$ cat src/sv/chfe_pkg.sv
// Package for the hex text frame encoder with CRC-32.
// Holds the queue entry type, character constants and the CRC and hex helpers.
// No dependencies.
`default_nettype none

package chfe_pkg;

    localparam logic [31:0] CRC_POLY     = 32'hEDB8_8320;
    localparam logic [7:0]  OPEN_CHAR    = 8'h3C;
    localparam logic [7:0]  NEWLINE_CHAR = 8'h0A;

    // One accepted byte as the back end needs it.
    typedef struct packed {
        logic [7:0]  data_byte;
        logic        opens;     // first byte of a frame, needs the '<' prefix
        logic        last;      // closes the frame, CRC digits and newline follow
        logic [31:0] crc;       // CRC including this byte
    } t_entry;

    // Reflected CRC-32 update by one byte, bit by bit.
    function automatic logic [31:0] crc_byte(input logic [31:0] crc_in,
                                             input logic [7:0]  b);
        logic [31:0] c;
        c = crc_in ^ {24'h00_0000, b};
        for (int k = 0; k < 8; k++) begin
            if (c[0]) begin
                c = (c >> 1) ^ CRC_POLY;
            end else begin
                c = c >> 1;
            end
        end
        return c;
    endfunction

    // Upper-case ASCII hex digit.
    function automatic logic [7:0] hex_digit(input logic [3:0] nib);
        logic [7:0] r;
        if (nib < 4'd10) begin
            r = 8'h30 + {4'h0, nib};
        end else begin
            r = 8'h37 + {4'h0, nib};
        end
        return r;
    endfunction

endpackage

`default_nettype wire

$ cat src/sv/chfe_channels_if.sv
// Valid/ready channel interfaces of the hex text frame encoder.
// chfe_in_if carries payload bytes, chfe_out_if carries output characters.
// No dependencies.
`default_nettype none

interface chfe_in_if;
    logic       valid;
    logic       ready;
    logic [7:0] data_byte;
    logic       last_byte;

    modport source (output valid, output data_byte, output last_byte, input ready);
    modport sink   (input valid, input data_byte, input last_byte, output ready);
endinterface

interface chfe_out_if;
    logic       valid;
    logic       ready;
    logic [7:0] out_char;
    logic       end_of_frame;

    modport source (output valid, output out_char, output end_of_frame, input ready);
    modport sink   (input valid, input out_char, input end_of_frame, output ready);
endinterface

`default_nettype wire

$ cat src/sv/chfe_front.sv
// Front end: accepts payload bytes, tracks frame state and runs the CRC.
// Uses chfe_pkg and chfe_in_if; pushes one t_entry per byte into the queue.
`default_nettype none

module chfe_front (
    input  wire logic          i_clk,
    input  wire logic          i_rst_n,
    chfe_in_if.sink            i_in,
    input  wire logic          i_q_full,
    output logic               o_push,
    output chfe_pkg::t_entry   o_entry
);
    import chfe_pkg::*;

    logic        r_frame_open;
    logic        n_frame_open;
    logic [31:0] r_crc;
    logic [31:0] n_crc;
    logic [31:0] crc_base;
    logic [31:0] crc_new;

    assign i_in.ready = !i_q_full;
    assign o_push     = i_in.valid && !i_q_full;

    always_comb begin
        // A new frame starts its CRC from zero.
        crc_base = r_frame_open ? r_crc : 32'h0000_0000;
        crc_new  = crc_byte(crc_base, i_in.data_byte);

        o_entry.data_byte = i_in.data_byte;
        o_entry.opens     = !r_frame_open;
        o_entry.last      = i_in.last_byte;
        o_entry.crc       = crc_new;

        n_frame_open = r_frame_open;
        n_crc        = r_crc;
        if (o_push) begin
            if (i_in.last_byte) begin
                n_frame_open = 1'b0;
                n_crc        = 32'h0000_0000;
            end else begin
                n_frame_open = 1'b1;
                n_crc        = crc_new;
            end
        end
    end

    always_ff @(posedge i_clk) begin
        if (!i_rst_n) begin
            r_frame_open <= 1'b0;
            r_crc        <= 32'h0000_0000;
        end else begin
            r_frame_open <= n_frame_open;
            r_crc        <= n_crc;
        end
    end

    // A byte marked last closes the frame, so the next byte opens a new one.
    a_close_frame: assert property (@(posedge i_clk) disable iff (!i_rst_n)
        (o_push && i_in.last_byte) |=> !r_frame_open)
        else $error("frame still open after its last byte");

endmodule

`default_nettype wire

$ cat src/sv/chfe_queue.sv
// Two-entry queue between the front end and the character serializer.
// Uses chfe_pkg for the entry type.
`default_nettype none

module chfe_queue (
    input  wire logic          i_clk,
    input  wire logic          i_rst_n,
    input  wire logic          i_push,
    input  chfe_pkg::t_entry   i_entry,
    output logic               o_full,
    output logic               o_valid,
    input  wire logic          i_pop,
    output chfe_pkg::t_entry   o_entry
);
    import chfe_pkg::*;

    localparam int DEPTH = 2;
    localparam int PTR_W = $clog2(DEPTH);

    t_entry           r_mem [DEPTH];
    logic [PTR_W-1:0] r_wr_ptr;
    logic [PTR_W-1:0] r_rd_ptr;
    logic [PTR_W:0]   r_count;

    assign o_full  = (r_count == (PTR_W+1)'(DEPTH));
    assign o_valid = (r_count != '0);
    assign o_entry = r_mem[r_rd_ptr];

    always_ff @(posedge i_clk) begin
        if (i_push) begin
            r_mem[r_wr_ptr] <= i_entry;
        end
    end

    always_ff @(posedge i_clk) begin
        if (!i_rst_n) begin
            r_wr_ptr <= '0;
            r_rd_ptr <= '0;
            r_count  <= '0;
        end else begin
            if (i_push) begin
                r_wr_ptr <= r_wr_ptr + PTR_W'(1);
            end
            if (i_pop) begin
                r_rd_ptr <= r_rd_ptr + PTR_W'(1);
            end
            unique if (i_push && !i_pop) begin
                r_count <= r_count + (PTR_W+1)'(1);
            end else if (i_pop && !i_push) begin
                r_count <= r_count - (PTR_W+1)'(1);
            end else begin
                r_count <= r_count;
            end
        end
    end

    a_no_overflow: assert property (@(posedge i_clk) disable iff (!i_rst_n)
        (i_push && o_full) |-> i_pop)
        else $error("push into a full queue");

endmodule

`default_nettype wire

$ cat src/sv/chfe_back.sv
// Back end: turns queue entries into ASCII characters, one per cycle while the receiver is ready,
// through a registered output stage. Uses chfe_pkg and chfe_out_if.
`default_nettype none

module chfe_back (
    input  wire logic          i_clk,
    input  wire logic          i_rst_n,
    input  wire logic          i_q_valid,
    input  chfe_pkg::t_entry   i_q_entry,
    output logic               o_pop,
    chfe_out_if.source         o_out
);
    import chfe_pkg::*;

    // Character position within one entry.
    localparam logic [3:0] PH_OPEN = 4'd0;
    localparam logic [3:0] PH_HI   = 4'd1;
    localparam logic [3:0] PH_LO   = 4'd2;
    localparam logic [3:0] PH_CRC0 = 4'd3;
    localparam logic [3:0] PH_NL   = 4'd11;

    t_entry     r_cur;
    t_entry     n_cur;
    logic       r_busy;
    logic       n_busy;
    logic [3:0] r_phase;
    logic [3:0] n_phase;
    logic       r_out_valid;
    logic       n_out_valid;
    logic [7:0] r_char;
    logic [7:0] n_char;
    logic       r_eof;
    logic       n_eof;

    logic       can_load;
    logic       step;
    logic       entry_done;
    logic [7:0] cur_char;
    logic [3:0] crc_idx;
    logic [4:0] crc_shift;
    logic [31:0] crc_shifted;

    assign o_out.valid        = r_out_valid;
    assign o_out.out_char     = r_char;
    assign o_out.end_of_frame = r_eof;

    always_comb begin
        // CRC digits go least significant byte first, high nibble first.
        crc_idx     = r_phase - PH_CRC0;
        crc_shift   = {crc_idx[2:1], ~crc_idx[0], 2'b00};
        crc_shifted = r_cur.crc >> crc_shift;

        unique case (r_phase)
            PH_OPEN: cur_char = OPEN_CHAR;
            PH_HI:   cur_char = hex_digit(r_cur.data_byte[7:4]);
            PH_LO:   cur_char = hex_digit(r_cur.data_byte[3:0]);
            PH_NL:   cur_char = NEWLINE_CHAR;
            default: cur_char = hex_digit(crc_shifted[3:0]);
        endcase

        can_load   = !r_out_valid || o_out.ready;
        step       = r_busy && can_load;
        entry_done = (r_phase == PH_LO && !r_cur.last) || (r_phase == PH_NL);
        o_pop      = i_q_valid && (!r_busy || (step && entry_done));

        n_out_valid = r_out_valid;
        n_char      = r_char;
        n_eof       = r_eof;
        if (step) begin
            n_out_valid = 1'b1;
            n_char      = cur_char;
            n_eof       = (r_phase == PH_NL);
        end else if (o_out.ready) begin
            n_out_valid = 1'b0;
        end

        n_cur   = r_cur;
        n_busy  = r_busy;
        n_phase = r_phase;
        priority if (o_pop) begin
            n_cur   = i_q_entry;
            n_busy  = 1'b1;
            n_phase = i_q_entry.opens ? PH_OPEN : PH_HI;
        end else if (step && entry_done) begin
            n_busy = 1'b0;
        end else if (step) begin
            n_phase = r_phase + 4'd1;
        end else begin
            n_phase = r_phase;
        end
    end

    always_ff @(posedge i_clk) begin
        r_cur  <= n_cur;
        r_char <= n_char;
        r_eof  <= n_eof;
    end

    always_ff @(posedge i_clk) begin
        if (!i_rst_n) begin
            r_busy      <= 1'b0;
            r_phase     <= PH_OPEN;
            r_out_valid <= 1'b0;
        end else begin
            r_busy      <= n_busy;
            r_phase     <= n_phase;
            r_out_valid <= n_out_valid;
        end
    end

    a_eof_on_newline: assert property (@(posedge i_clk) disable iff (!i_rst_n)
        (r_out_valid && r_eof) |-> (r_char == NEWLINE_CHAR))
        else $error("end of frame flagged on a character other than newline");

    a_phase_range: assert property (@(posedge i_clk) disable iff (!i_rst_n)
        r_busy |-> (r_phase <= PH_NL))
        else $error("serializer phase out of range");

    a_reset_clears_output: assert property (@(posedge i_clk)
        !i_rst_n |=> !r_out_valid)
        else $error("output valid right after reset");

endmodule

`default_nettype wire

$ cat src/sv/crc32_hex_ascii_frame_encoder.sv
// Hex text frame encoder with CRC-32 (reflected, poly 0xEDB88320, init 0).
// Each payload byte on i_in becomes two upper-case hex characters on o_out.
// The first byte of a frame is preceded by '<'. The byte with last_byte set
// is followed by the frame CRC as eight hex digits, least significant byte
// first, and a newline with end_of_frame set; the next byte opens a new frame.
// Both channels are valid/ready; a transfer happens when both are high.
// When the serializer is idle, the first character of a byte passes through
// the queue, the serializer's entry register and the output register.
// Throughput: one character per cycle while entries wait and the receiver is
// ready; a byte gives two characters, an opening byte adds '<' and a closing
// byte adds the eight CRC digits and the newline. A two-entry queue decouples
// input from the serializer, so bytes are taken while a character waits in the
// output register. When the receiver stalls, the output holds its character,
// the queue fills and i_in.ready drops. Synchronous reset clears the queue,
// the CRC and the frame state; no frame is open after reset.
// Depends on chfe_pkg, chfe_channels_if, chfe_front, chfe_queue, chfe_back.
`default_nettype none

module crc32_hex_ascii_frame_encoder (
    input  wire logic i_clk,
    input  wire logic i_rst_n,
    chfe_in_if.sink   i_in,
    chfe_out_if.source o_out
);
    import chfe_pkg::*;

    logic   push;
    logic   q_full;
    logic   q_valid;
    logic   pop;
    t_entry push_entry;
    t_entry head_entry;

    chfe_front u_front (
        .i_clk    (i_clk),
        .i_rst_n  (i_rst_n),
        .i_in     (i_in),
        .i_q_full (q_full),
        .o_push   (push),
        .o_entry  (push_entry)
    );

    chfe_queue u_queue (
        .i_clk   (i_clk),
        .i_rst_n (i_rst_n),
        .i_push  (push),
        .i_entry (push_entry),
        .o_full  (q_full),
        .o_valid (q_valid),
        .i_pop   (pop),
        .o_entry (head_entry)
    );

    chfe_back u_back (
        .i_clk     (i_clk),
        .i_rst_n   (i_rst_n),
        .i_q_valid (q_valid),
        .i_q_entry (head_entry),
        .o_pop     (pop),
        .o_out     (o_out)
    );

endmodule

`default_nettype wire

$ cat src/flat_wrapper.sv
// flat-port wrapper written by rule: the top's interface ports become plain ports
module crc32_hex_ascii_frame_encoder_flat import chfe_pkg::*;
  (i_clk, i_rst_n, i_in_valid, i_in_data_byte, i_in_last_byte, i_in_ready, o_out_valid, o_out_out_char, o_out_end_of_frame, o_out_ready);
  chfe_in_if i_in_i ();
  chfe_out_if o_out_i ();
  input  wire logic i_clk;
  input  wire logic i_rst_n;
  input wire logic [$bits(i_in_i.valid)-1:0] i_in_valid;
  input wire logic [$bits(i_in_i.data_byte)-1:0] i_in_data_byte;
  input wire logic [$bits(i_in_i.last_byte)-1:0] i_in_last_byte;
  output wire logic [$bits(i_in_i.ready)-1:0] i_in_ready;
  output wire logic [$bits(o_out_i.valid)-1:0] o_out_valid;
  output wire logic [$bits(o_out_i.out_char)-1:0] o_out_out_char;
  output wire logic [$bits(o_out_i.end_of_frame)-1:0] o_out_end_of_frame;
  input wire logic [$bits(o_out_i.ready)-1:0] o_out_ready;
  assign i_in_i.valid = i_in_valid;
  assign i_in_i.data_byte = i_in_data_byte;
  assign i_in_i.last_byte = i_in_last_byte;
  assign i_in_ready = i_in_i.ready;
  assign o_out_valid = o_out_i.valid;
  assign o_out_out_char = o_out_i.out_char;
  assign o_out_end_of_frame = o_out_i.end_of_frame;
  assign o_out_i.ready = o_out_ready;
  crc32_hex_ascii_frame_encoder u_core (.i_clk(i_clk), .i_rst_n(i_rst_n), .i_in(i_in_i), .o_out(o_out_i));
endmodule
$ cat config.mk
export PLATFORM = sky130hd
export DESIGN_NAME = crc32_hex_ascii_frame_encoder_flat
export DESIGN_NICKNAME = d
export VERILOG_FILES = /design/src/sv/chfe_pkg.sv /design/src/sv/chfe_channels_if.sv /design/src/sv/chfe_front.sv /design/src/sv/chfe_queue.sv /design/src/sv/chfe_back.sv /design/src/sv/crc32_hex_ascii_frame_encoder.sv /design/src/flat_wrapper.sv
export SDC_FILE = /design/constraint.sdc
export NUM_CORES = 1
export LEC_CHECK = 0
export BUFFER_PORTS_ARGS = -buffer_cell sky130_fd_sc_hd__buf_2
export CORE_ASPECT_RATIO = 1.75
export CORE_UTILIZATION = 65
export DETAILED_ROUTE_END_ITERATION = 7
export GPL_ROUTABILITY_DRIVEN = 0
export PLACE_DENSITY = 0.92
export SLEW_MARGIN = 20
export SYNTH_ARGS = -nofsm -noshare
export SYNTH_HDL_FRONTEND = slang
export SYNTH_SLANG_ARGS = --single-unit
$ cat constraint.sdc
create_clock -name i_clk -period 7.2 [get_ports i_clk]
set_clock_uncertainty 0.1 [all_clocks]
set_input_delay 1.44 -clock i_clk [delete_from_list [all_inputs] [get_ports i_clk]]
set_output_delay 1.44 -clock i_clk [all_outputs]
set_load 0.03 [all_outputs]
Yosys cells after proc, flatten, opt, wreduce, memory -nomap -nowiden
Memories as Yosys holds them, arrays and structs flattened. A register that Yosys moved wholly into a read port is not among the register bits. Index checks and enable logic that the tools add are counted.

Reductions and logical operators: 24. Add/sub/neg operators: 12. Eq/ne operators: 5. Shift-type cells: 1. Mux-type cells: 29. Bitwise operators: 10. Divide/modulo/power cells: 0. Multipliers: 0. Magnitude comparators: 3.

Operator list (count): $mux W32 (10); $not A13 Y14 (8); $add A6 B4 Y7 const A (6); $shr A32 B5 Y4 (1); $xor A32 B8 Y32 (1); $pmux W7 S4 (1); $mux W7 (3); $lt A4 B4 Y1 const B (3); $mux W4 (3); $mux W1 (10); $reduce_bool A2 Y1 (5); $logic_and A1 B1 Y1 (7); $logic_not A1 Y1 (7); $add A4 B1 Y4 const B (1); $eq A4 B1 Y1 const B (1); $eq A4 B2 Y1 const B (1); $eq A4 B4 Y1 const B (1); $logic_not A4 Y1 (1); $mux W2 (2); $logic_or A1 B1 Y1 (3); $sub A3 B2 Y3 const B (1); $add A1 B1 Y1 const B (2); $add A2 B1 Y2 const B (1); $eq A2 B2 Y1 const B (1); 4 further kinds (4).

Memories: 1. Latch bits: 0. Memory bits (writable): 84. Word-level logic and storage cells: 98. Bits of input ports: 13. Output and inout bits: 11. Memory bits (read-only): 0. Flip-flop bits (word level): 93.

Memory list: u_core.u_queue.r_mem (depth 2, bits a word 42, rd ports 1, clocked after memory_dff 1, write ports 1, RTL line chfe_queue.sv:20) `t_entry r_mem [DEPTH];`.

Depth between registers and ports, before layout
Gate-level depths: netlist (run 1).

Depth in word-level cells: 19. Depth in mapped cells: 11. Mapped depth without buffers: 10.

Modules after synthesis
From an unflattened synthesis (run 1), not the netlist that was laid out.

Cells, all modules: 599. Area total of the unflattened synthesis: 8196.6 um^2.

Modules (own cells, without submodules): chfe_queue (instances 1, cells an instance 153, sequential area each 2622.5 um^2, area each 3251.9 um^2); chfe_back (instances 1, cells an instance 187, sequential area each 1591.5 um^2, area each 2602.5 um^2); chfe_front (instances 1, cells an instance 259, sequential area each 660.6 um^2, area each 2342.2 um^2).

Least setup slack after synthesis (run 1)
Ideal clock, no wire load.

Kind: input to register. Start point: in i_in_valid. End point: mem u_core.u_queue.r_mem[0][0] (netlist bit) (enable). Required time: 6.657 ns. Library setup time: 0.443 ns. Arrival: 3.705 ns. Setup slack: 2.952 ns. Stages on the path: 4. Buffers on the path: 2. Path through: nand2_1 clkbuf_1 clkbuf_1 nor2_1.

Longest elaborated chain between the ends: 3.

RTL lines: start, declared (RTL line flat_wrapper.sv:8) `input wire logic [$bits(i_in_i.valid)-1:0] i_in_valid;`; $logic_and A1 B1 Y1 (RTL line chfe_front.sv:23) `assign o_push = i_in.valid && !i_q_full;`; $mux W1 (RTL line chfe_queue.sv:30) `if (i_push) begin`; $mux W1 (not written as such) (RTL line chfe_queue.sv:31) `r_mem[r_wr_ptr] <= i_entry;`; end, declared (RTL line chfe_queue.sv:20).

No other way between the ends.

Worst setup path in the final report (run 1)
Start point: reg u_core.u_back.r_phase[0]. End point: reg u_core.u_back.r_char[2], in the netlist u_core.u_back.o_out.out_char[2], data pin.

Longest elaborated chain between the ends: 6. Elaborated cells on any way between the ends: 12. Classes of those cells: add/sub (3); order compare (1); eq/ne (3); shift (1); mux (2); bitwise (1); reduce/logical (1).

RTL lines: start, declared (RTL line chfe_back.sv:26) `logic [3:0] r_phase;`; start signal, assigned (RTL line chfe_back.sv:106) `r_phase <= n_phase;`; $sub A3 B2 Y3 (RTL line chfe_back.sv:49) `crc_idx = r_phase - PH_CRC0;`; $not A1 Y1 (RTL line chfe_back.sv:50) `crc_shift = {crc_idx[2:1], ~crc_idx[0], 2'b00};`; $shr A32 B5 Y4 (RTL line chfe_back.sv:51) `crc_shifted = r_cur.crc >> crc_shift;`; $add A6 B4 Y7 (tied with other cells) (RTL line chfe_pkg.sv:41) `r = 8'h37 + {4'h0, nib};`; $mux W7 (RTL line chfe_pkg.sv:38) `if (nib < 4'd10) begin`; $pmux W7 S4 (*) (RTL line chfe_back.sv:53) `unique case (r_phase)`; net u_core.u_back.cur_char[2] (RTL line chfe_back.sv:38) `logic [7:0] cur_char;`; end signal, assigned (RTL line chfe_back.sv:95) `r_char <= n_char;`; end, declared (RTL line chfe_back.sv:30) `logic [7:0] r_char;`.

The timed path passes the listed nets; every way through them passes the cells marked *. A chain may end at the register's enable or synchronous reset.

==> flow_summary.toml, run 1 <==
[run_status]
outcome = "finished, final reports clean"

[sta]
final.setup.tns_ps = 0
max_freq_mhz = 286
setup_violations = 0
rsz0062_at_grt = "false"
final-hold-violation-count = 0
post-route-min-period_ps = 3490
tightest_slew_ps = 1020
drv_slew = 0
maxSlewHeadroom_pct = 31.8
period_share_pct = 48.5

[critical_path]
end_kind = "flip-flop"
cp_data_required_time_ps = 7370
crit_arrival_ps = 3660
path_max_fanout = 9
worstSetupStartpointType = "flip-flop"
path_class = "reg2reg"

[floorplanning]
dieArea_um2 = 13200
num_io_pins = 24
start_util_pct = 66.8
die_w_um = 87.4
die_h_um = 151
core_um2 = 12400
rows = 54

[yosys]
yosysMostFrequentCell = "edfxtp_1"
synth-edff-count = 133
synthTopCellsByCount = "edfxtp_1, dfxtp_1, xnor2_1"
syn_avg_cell_area_um2 = 14.2
synth_seq_area_share_pct = 58.7
syn_inst = 586
synth_top_area_share_pct = 48.1
synth_flop_cell = "edfxtp_1"
synth_warnings = 0
synth_top_area_cell = "edfxtp_1"
synth_seq_cells = 177
synth_area_leaders = "edfxtp_1, dfxtp_1, mux2_2"
synth_area_um2 = 8300
async_flop_share_pct = 0
synth_nets = 607
ys_types = 60

[drt]
routed-via-count = 4800
ant_nets = 0
drcViolationCount = 0
vias_per_cell = 6.14
finalWirelength_um = 18000
first_pass_iters = 5
drt_iter0_markers = 421
avgRoutedWirePerCell_um = 23.0

[flow_run]
cap_violations = 0

[global_routing]
grt_pass1_wl_um = 27600
grt_pass1_vias = 4983
grt_util_all_layers_pct = 29.9
antenna_found_initial = 0
overflow = 0
grt_max_degree = 49

[clock_network]
h-tree-depth = 4
cts_buffer_depth = 2
cts.sinks = 177
cts-hold-fix-buffers = 0
numCtsBuffers = 17
worstSkewPairLatency_ps = 430
cts_tree = "yes"
path_clk_slew_ps = 70
cts-resized-gates = 0
post-cts-setup-buffers = 0
cts-root-buf = "clkbuf_16"

[finish]
finalNetCount = 622
area_growth_pct = 9.75
antenna_cells = 0
drive_gt1_share_pct = 19.9

[placement]
hpwl_um = 11700
io_buffers = 22

[hold_path]
hp-class = "reg2reg"

[power]
cellLeakagePower_nw = 3.32
switching_share_pct = 32.7
peakVddDrop_v = 0.000220
pwr-share-comb_pct = 30.1
power_frac_clock_pct = 25.0
seqPwrFrac_pct = 45.0
powerDensity_nw_per_um2 = 390
p_int_mw = 2.39
switching_power_mw = 1.16
finalPower_mw = 3.55
-- layout make-up --
cell class / count / area (um^2)
Sequential cell: 177 / 4880
Multi-Input combinational cell: 356 / 3220
Inverter: 21 / 78.8
Timing Repair Buffer: 28 / 155
Clock inverter: 10 / 106
Fill cell: 746 / 3320
Tap cell: 168 / 210
Clock buffer: 22 / 464
-- sequential cells by signal (all words and copies together) (netlist names), named ones only --
register	cells
u_core.u_back.o_out.end_of_frame	1
u_core.u_back.o_out.out_char	7
u_core.u_back.o_out.valid	1
u_core.u_back.r_busy	1
u_core.u_back.r_cur	41
u_core.u_back.r_phase	4
u_core.u_front.r_crc	32
u_core.u_front.r_frame_open	1
u_core.u_queue.r_count	2
u_core.u_queue.r_mem	84
u_core.u_queue.r_rd_ptr	1
u_core.u_queue.r_wr_ptr	1
-- final timing paths --
check	cells after the start	endpoint	start	slack, ps
worst max-delay path	7	u_core.u_back.o_out.out_char[2]	u_core.u_back.r_phase[0]	3710
worst min-delay path	2	u_core.u_front.r_crc[23]	u_core.u_front.r_crc[23]	420
worst max register to register	7	u_core.u_back.o_out.out_char[2]	u_core.u_back.r_phase[0]	3710
worst min register to register	2	u_core.u_front.r_crc[23]	u_core.u_front.r_crc[23]	420
-- routing by layer --
layer / GRT usage (%) / wire length, um / vias up
met2: 53.1 / 9680 / 246
met5: 0 / 0 / -
met4: 18.7 / 1050 / 0
met3: 6.07 / 1000 / 68
met1: 32.0 / 6240 / 2335
li1: - / - / 2151
-- critical path: stages (launching register included) --
cell      delay [ps]
dfxtp_1          490
clkinv_1         390
ha_1             640
mux4_1           630
mux2i_1          480
nor2_1           130
mux2_4           330
o22ai_2          150
-- cell usage in the layout (no fill, tap or decap), types with 7 or more instances in the layout --
master,count
nand2_1,42
nor2b_1,31
edfxtp_1,133
dfxtp_1,43
xnor3_1,16
o21ai_0,12
xnor2_1,44
and2_1,7
buf_2,22
inv_1,18
xor2_1,24
clkbuf_16,17
mux2_2,42
nor2_1,16
ha_1,8
a22oi_1,28
-- cells by family after synthesis --
group / share of synthesized area, %
buffers and inverters: 2.67
AO/OA/AOI/OAI: 6.71
AND/OR/NAND/NOR: 7.00
XOR/XNOR: 14.5
multiplexers: 9.14
flip-flops: 58.7
other: 0.0452
adder cells (fa/ha/maj): 1.21
-- per-stage QoR --
step,area (um^2),hold slack (ps),instances,setup slack [ps],util [%]
2_1_floorplan,8300,338,586,2950,-
3_3_place_gp,8540,356,750,3820,68.7
3_5_place_dp,8540,372,750,3730,68.7
4_1_cts,9110,419,782,3740,73.3
5_1_grt,9110,426,782,3490,73.3
6_report,9110,420,782,3710,73.3
-- power groups by stage --
stage               Sequential, mW  Clock, mW  Combinational [mW]
floorplan                     1.56          0               0.779
global placement              1.59          0               0.967
detailed placement            1.61          0                1.02
CTS                           1.59      0.894                1.05
global route                  1.62      0.929                1.14
finish                        1.60      0.887                1.07
Note: power is estimated with default switching activity, not from simulation.
==> inputs of run 2 (changes only) <==
Settings changed: CORE_UTILIZATION 65 to 62, PLACE_DENSITY 0.92 to 0.88.
Clock period 7.2 ns to 3.3 ns, I/O delays scaled along.
==> run 2 against run 1 <==
Sequential cell count is the same. Critical path depth grew 2. Cell count grew 1.4%. Sequential power grew 110%. Fmax grew 9.7%. Die area grew 4.8%. Clock power grew 120%. Global-route usage shrank 1.3 points.
==> flow_summary.toml, run 2 (same netlist as run 1, synthesis figures left out) <==
[placement]
hpwl_um = 11700
io_buffers = 22
placed_area_um2 = 8610
dp_slack_ps = 197

[finish]
drive_gt1_share_pct = 21.7
final_cell_area_um2 = 9200
antenna_cells = 0
fill_cells = 765
largest_register_ffs = 84
top_register = "u_core.u_queue.r_mem"
final-seq-area_um2 = 4880
multi_input_area_um2 = 3230
finalNetCount = 630
final_cell_mix = "edfxtp_1, xnor2_1, dfxtp_1"
layout_commonest_cell = "edfxtp_1"
reg.largest.list = "u_core.u_queue.r_mem (84), u_core.u_back.r_cur (41), u_core.u_front.r_crc (32)"
area_growth_pct = 10.8

[sta]
max_freq_mhz = 314
maxSlewHeadroom_pct = 50.7
setup_violations = 0
post-route-min-period_ps = 3180
final-hold-violation-count = 0
period_share_pct = 96.4
tightest_slew_ps = 738
rsz0062_at_grt = "false"
final.setup.tns_ps = 0
layout_setup_ws_ps = 118
drv_slew = 0

[clock_network]
cts_buffer_depth = 2
cts.sinks = 177
numCtsBuffers = 17
cts-root-buf = "clkbuf_16"
path_clk_slew_ps = 70
cts_tree = "yes"
worstSkewPairLatency_ps = 430
cts-hold-fix-buffers = 0
h-tree-depth = 4

[drt]
finalWirelength_um = 18000
vias_per_cell = 6.21
ant_nets = 0
routed-via-count = 4926
drt_iter0_markers = 395
avgRoutedWirePerCell_um = 22.7
drcViolationCount = 0
first_pass_iters = 5

[critical_path]
worstSetupStartpointType = "flip-flop"
crit_arrival_ps = 3360
cp_data_required_time_ps = 3480
path_max_fanout = 6
r2r_cells = 9
end_kind = "flip-flop"
path_class = "reg2reg"

[floorplanning]
num_io_pins = 24
start_util_pct = 63.8
die_h_um = 155
rows = 55
dieArea_um2 = 13900
core_um2 = 13000
die_w_um = 89.5

[global_routing]
overflow = 0
grt_pass1_wl_um = 27800
antenna_found_initial = 0
grt_max_degree = 49
grt_util_all_layers_pct = 28.6
grt_pass1_vias = 5020

[run_status]
outcome = "finished, final reports clean"

[hold_path]
hp-class = "reg2reg"
min_path_cells = 2

[power]
cellLeakagePower_nw = 3.35
powerDensity_nw_per_um2 = 851
peakVddDrop_v = 0.000497

[flow_run]
cap_violations = 0
[run 2: changes by cell type in the layout (fill, tap and decap cells not counted), sizes merged]
cell / previous run / this run
inv: 20 / 27
clkbuf: 22 / 18
buf: 28 / 36
clkinv: 9 / 4
clkinvlp: 1 / 3
[run 2: metrics by stage]
step                      utilization [%]  cells  hold WS [ps]  power [mW]
after floorplan                         -    586           338        5.10
after global placement               66.2    761           352        5.61
after detailed placement             66.2    761           398        5.76
after CTS                            70.6    793           413        7.78
after global routing                 70.7    793           434        8.13
final                                70.7    793           421        7.82
[run 2: repair_timing]
action	CTS	global route
resized for setup	0	3
setup endpoints to repair	0	3
setup buffers	0	0
[run 2: worst max-delay path, stage by stage (launching register included)]
cell and delay, ps:
dfxtp_1 450, ha_2 320, xor2_4 290, mux4_1 720, mux2i_4 290, ha_1 250
inv_1 50, nor2_1 130, mux2_4 320, o22ai_2 130
[run 2: power by group]
part	switching [mW]	leakage [nW]	internal [mW]
Combinational	1.39	1.48	1.02
Clock	0.896	0.271	1.06
Sequential	0.300	1.60	3.14
Total	2.59	3.35	5.23
[run 2: worst paths after layout]
| path | slack, ps | to | from |
|---|---|---|---|
| max | 120 | u_core.u_back.o_out.out_char[2] | u_core.u_back.r_phase[1] |
| max reg2reg | 120 | u_core.u_back.o_out.out_char[2] | u_core.u_back.r_phase[1] |
| min | 420 | u_core.u_front.r_crc[23] | u_core.u_front.r_crc[23] |
| min reg2reg | 420 | u_core.u_front.r_crc[23] | u_core.u_front.r_crc[23] |
[run 2: layer usage]
metal  up-vias  global-route usage [%]  share of wire (%)
met5         -                       0                  0
met2       256                    49.6                 54
met1      2404                    30.3                 34
met3        91                    5.73                4.6
li1       2175                       -                  -
met4         0                    19.2                7.6
[run 2: cell type report]
cell class / count / area share, %
Timing Repair Buffer: 36 / 2.48
Tap cell: 171 / 2.33
Clock buffer: 18 / 4.67
Clock inverter: 14 / 1.55
Inverter: 21 / 0.857
Sequential cell: 177 / 53.0
Multi-Input combinational cell: 356 / 35.1
==> inputs of run 3 (changes only) <==
Settings changed: GPL_TIMING_DRIVEN set to 0, SETUP_SLACK_MARGIN set to 0.2.
==> run 3 against run 2 <==
Final area is 2.1% higher. Count of clock-buffer cells in the layout shrank 1. Total power increased by 3.3%. Combinational power grew 9.5%. Register-to-register slack improved by 120 ps. Wire length rose by 9.7%. Sequential share of layout area fell by 1.0 points. Largest power group unchanged. Clock power is 3% higher. Via count grew 5.4%. Worst setup slack improved by 120 ps. Global-route usage up 2.1 points. Cell count up 2.8%.
==> flow_summary.toml, run 3 (same netlist as run 1, synthesis figures left out) <==
[sta]
setup_violations = 0
maxSlewHeadroom_pct = 44.8
max_freq_mhz = 326
layout_setup_ws_ps = 236
drv_slew = 0
post-route-min-period_ps = 3060
rsz0062_at_grt = "false"
hold_slack_ps = 351
final-hold-violation-count = 0
tightest_slew_ps = 824
period_share_pct = 92.8

[global_routing]
antenna_found_initial = 0
grt_util_all_layers_pct = 30.6
grt_pass1_vias = 5358
grt_pass1_wl_um = 29500
grt_max_degree = 26
overflow = 0

[hold_path]
holdPathEnd = "u_core.u_queue.r_mem[0][34]"
hp-class = "in2reg"
min_path_cells = 1
holdCritStartpoint = "i_in_data_byte[0]"

[floorplanning]
dieArea_um2 = 13900
start_util_pct = 63.8
die_w_um = 89.5
num_io_pins = 24
die_h_um = 155
rows = 55
core_um2 = 13000

[power]
finalPower_mw = 8.08
peakVddDrop_v = 0.000471
seqPwrFrac_pct = 42.3
switching_power_mw = 2.79
switching_share_pct = 34.5
pwr-share-comb_pct = 32.8
cellLeakagePower_nw = 3.41
powerDensity_nw_per_um2 = 861
power_frac_clock_pct = 24.9
p_int_mw = 5.29

[finish]
final_cell_area_um2 = 9390
drive_gt1_share_pct = 22.0
multi_input_area_um2 = 3290
area_growth_pct = 13.1
reg.largest.list = "u_core.u_queue.r_mem (84), u_core.u_back.r_cur (41), u_core.u_front.r_crc (32)"
fin_util_pct = 72.2
top_register = "u_core.u_queue.r_mem"
layout_commonest_cell = "edfxtp_1"
final_cell_mix = "edfxtp_1, xnor2_1, nand2_1, mux2_2, dfxtp_1"
finalNetCount = 652
final-seq-area_um2 = 4880
fill_cells = 726
largest_register_ffs = 84
antenna_cells = 0

[placement]
dp_slack_ps = -698
placed_area_um2 = 8690
hpwl_um = 13100
io_buffers = 21

[critical_path]
worstSetupStartpointType = "flip-flop"
cp_data_required_time_ps = 3470
path_class = "reg2reg"
r2r_start = "u_core.u_back.r_phase[0]"
r2r_cells = 9
regToRegEndpoint = "u_core.u_back.o_out.out_char[2]"
end_kind = "flip-flop"
crit_arrival_ps = 3230
path_max_fanout = 7
rrSetupSlack_ps = 240

[drt]
drt_iter0_markers = 401
avgRoutedWirePerCell_um = 24.2
routed-via-count = 5193
first_pass_iters = 6
drcViolationCount = 0
vias_per_cell = 6.37
finalWirelength_um = 19700
ant_nets = 0

[clock_network]
cts.sinks = 177
cts-root-buf = "clkbuf_16"
worstSkewPairLatency_ps = 430
numCtsBuffers = 17
cts-hold-fix-buffers = 0
path_clk_slew_ps = 80
cts_tree = "yes"
h-tree-depth = 4
cts_buffer_depth = 2

[run_status]
outcome = "finished, final reports clean"

[flow_run]
cap_violations = 0
## run 3: changes by cell type in the layout (fill, tap and decap cells not counted), moves of 2 or more
cell / before / now
clkbuf_1: 1 / 22
ha_2: 2 / 0
clkbuf_4: 0 / 2
buf_4: 13 / 4
buf_2: 22 / 25
inv_6: 7 / 5
o21ai_4: 0 / 2
inv_8: 1 / 6
buf_16: 0 / 2
ha_4: 0 / 2
## run 3: final cells by class
cell class | count | area share, %
sequential | 177 | 52.0
multi-input combinational | 356 | 35.0
clock buffer | 17 | 4.53
tap | 171 | 2.28
timing repair buffer | 25 | 1.87
clock inverter | 15 | 1.69
buffer | 32 | 1.59
inverter | 21 | 0.933
timing repair inverter | 1 | 0.0800
## run 3: timing repair
item	CTS	global route
pin swaps	1	0
buffers inserted	2	0
gates cloned	1	0
endpoints found under the setup margin	52	3
resized for setup	15	8
## run 3: how the worst max path moves through the flow
| stage | cells after the start | slack [ps] | startpoint | end |
|---|---|---|---|---|
| after floorplan | 8 | 300 | u_core.u_back.r_phase[0] | u_core.u_back.r_cur[0] |
| after global placement | 8 | -510 | u_core.u_back.r_phase[0] | u_core.u_back.r_cur[12] |
| after detailed placement | 8 | -700 | u_core.u_back.r_phase[0] | u_core.u_back.r_cur[8] |
| after CTS | 10 | 220 | u_core.u_back.r_phase[0] | u_core.u_back.o_out.out_char[2] |
| after global routing | 10 | 180 | u_core.u_back.r_phase[0] | u_core.u_back.o_out.out_char[2] |
| final | 9 | 240 | u_core.u_back.r_phase[0] | u_core.u_back.o_out.out_char[2] |
## run 3: layer usage
metal,share of wire (%),vias up,GRT usage [%]
met1,32,2560,30.2
met3,5.9,95,7.37
li1,-,2220,-
met5,0,-,0
met2,55,318,54.3
met4,6.9,0,21.1
## run 3: worst max-delay path, cell delays in order, from the launching register on
cell     delay (ps)
dfxtp_4         470
ha_4            230
xor2_4          280
mux4_2          640
mux2i_4         260
ha_1            220
inv_1            50
nor2_1          160
mux2_4          330
o22ai_2         160
## run 3: per-stage QoR
| stage | setup TNS, ps | cells |
|---|---|---|
| 2_1_floorplan | 0 | 586 |
| 3_5_place_dp | -30610 | 780 |
| 5_1_grt | 0 | 815 |
| 4_1_cts | 0 | 815 |
| 3_3_place_gp | -47350 | 778 |
| 6_report | 0 | 815 |
## run 3: power groups by stage
stage               logic [mW]  registers, mW  clock network, mW
finish                    2.65           3.42               2.01
global route              2.80           3.46               2.11
CTS                       2.52           3.40               2.02
detailed placement        2.41           3.42                  0
global placement          2.24           3.38                  0
floorplan                 1.71           3.40                  0
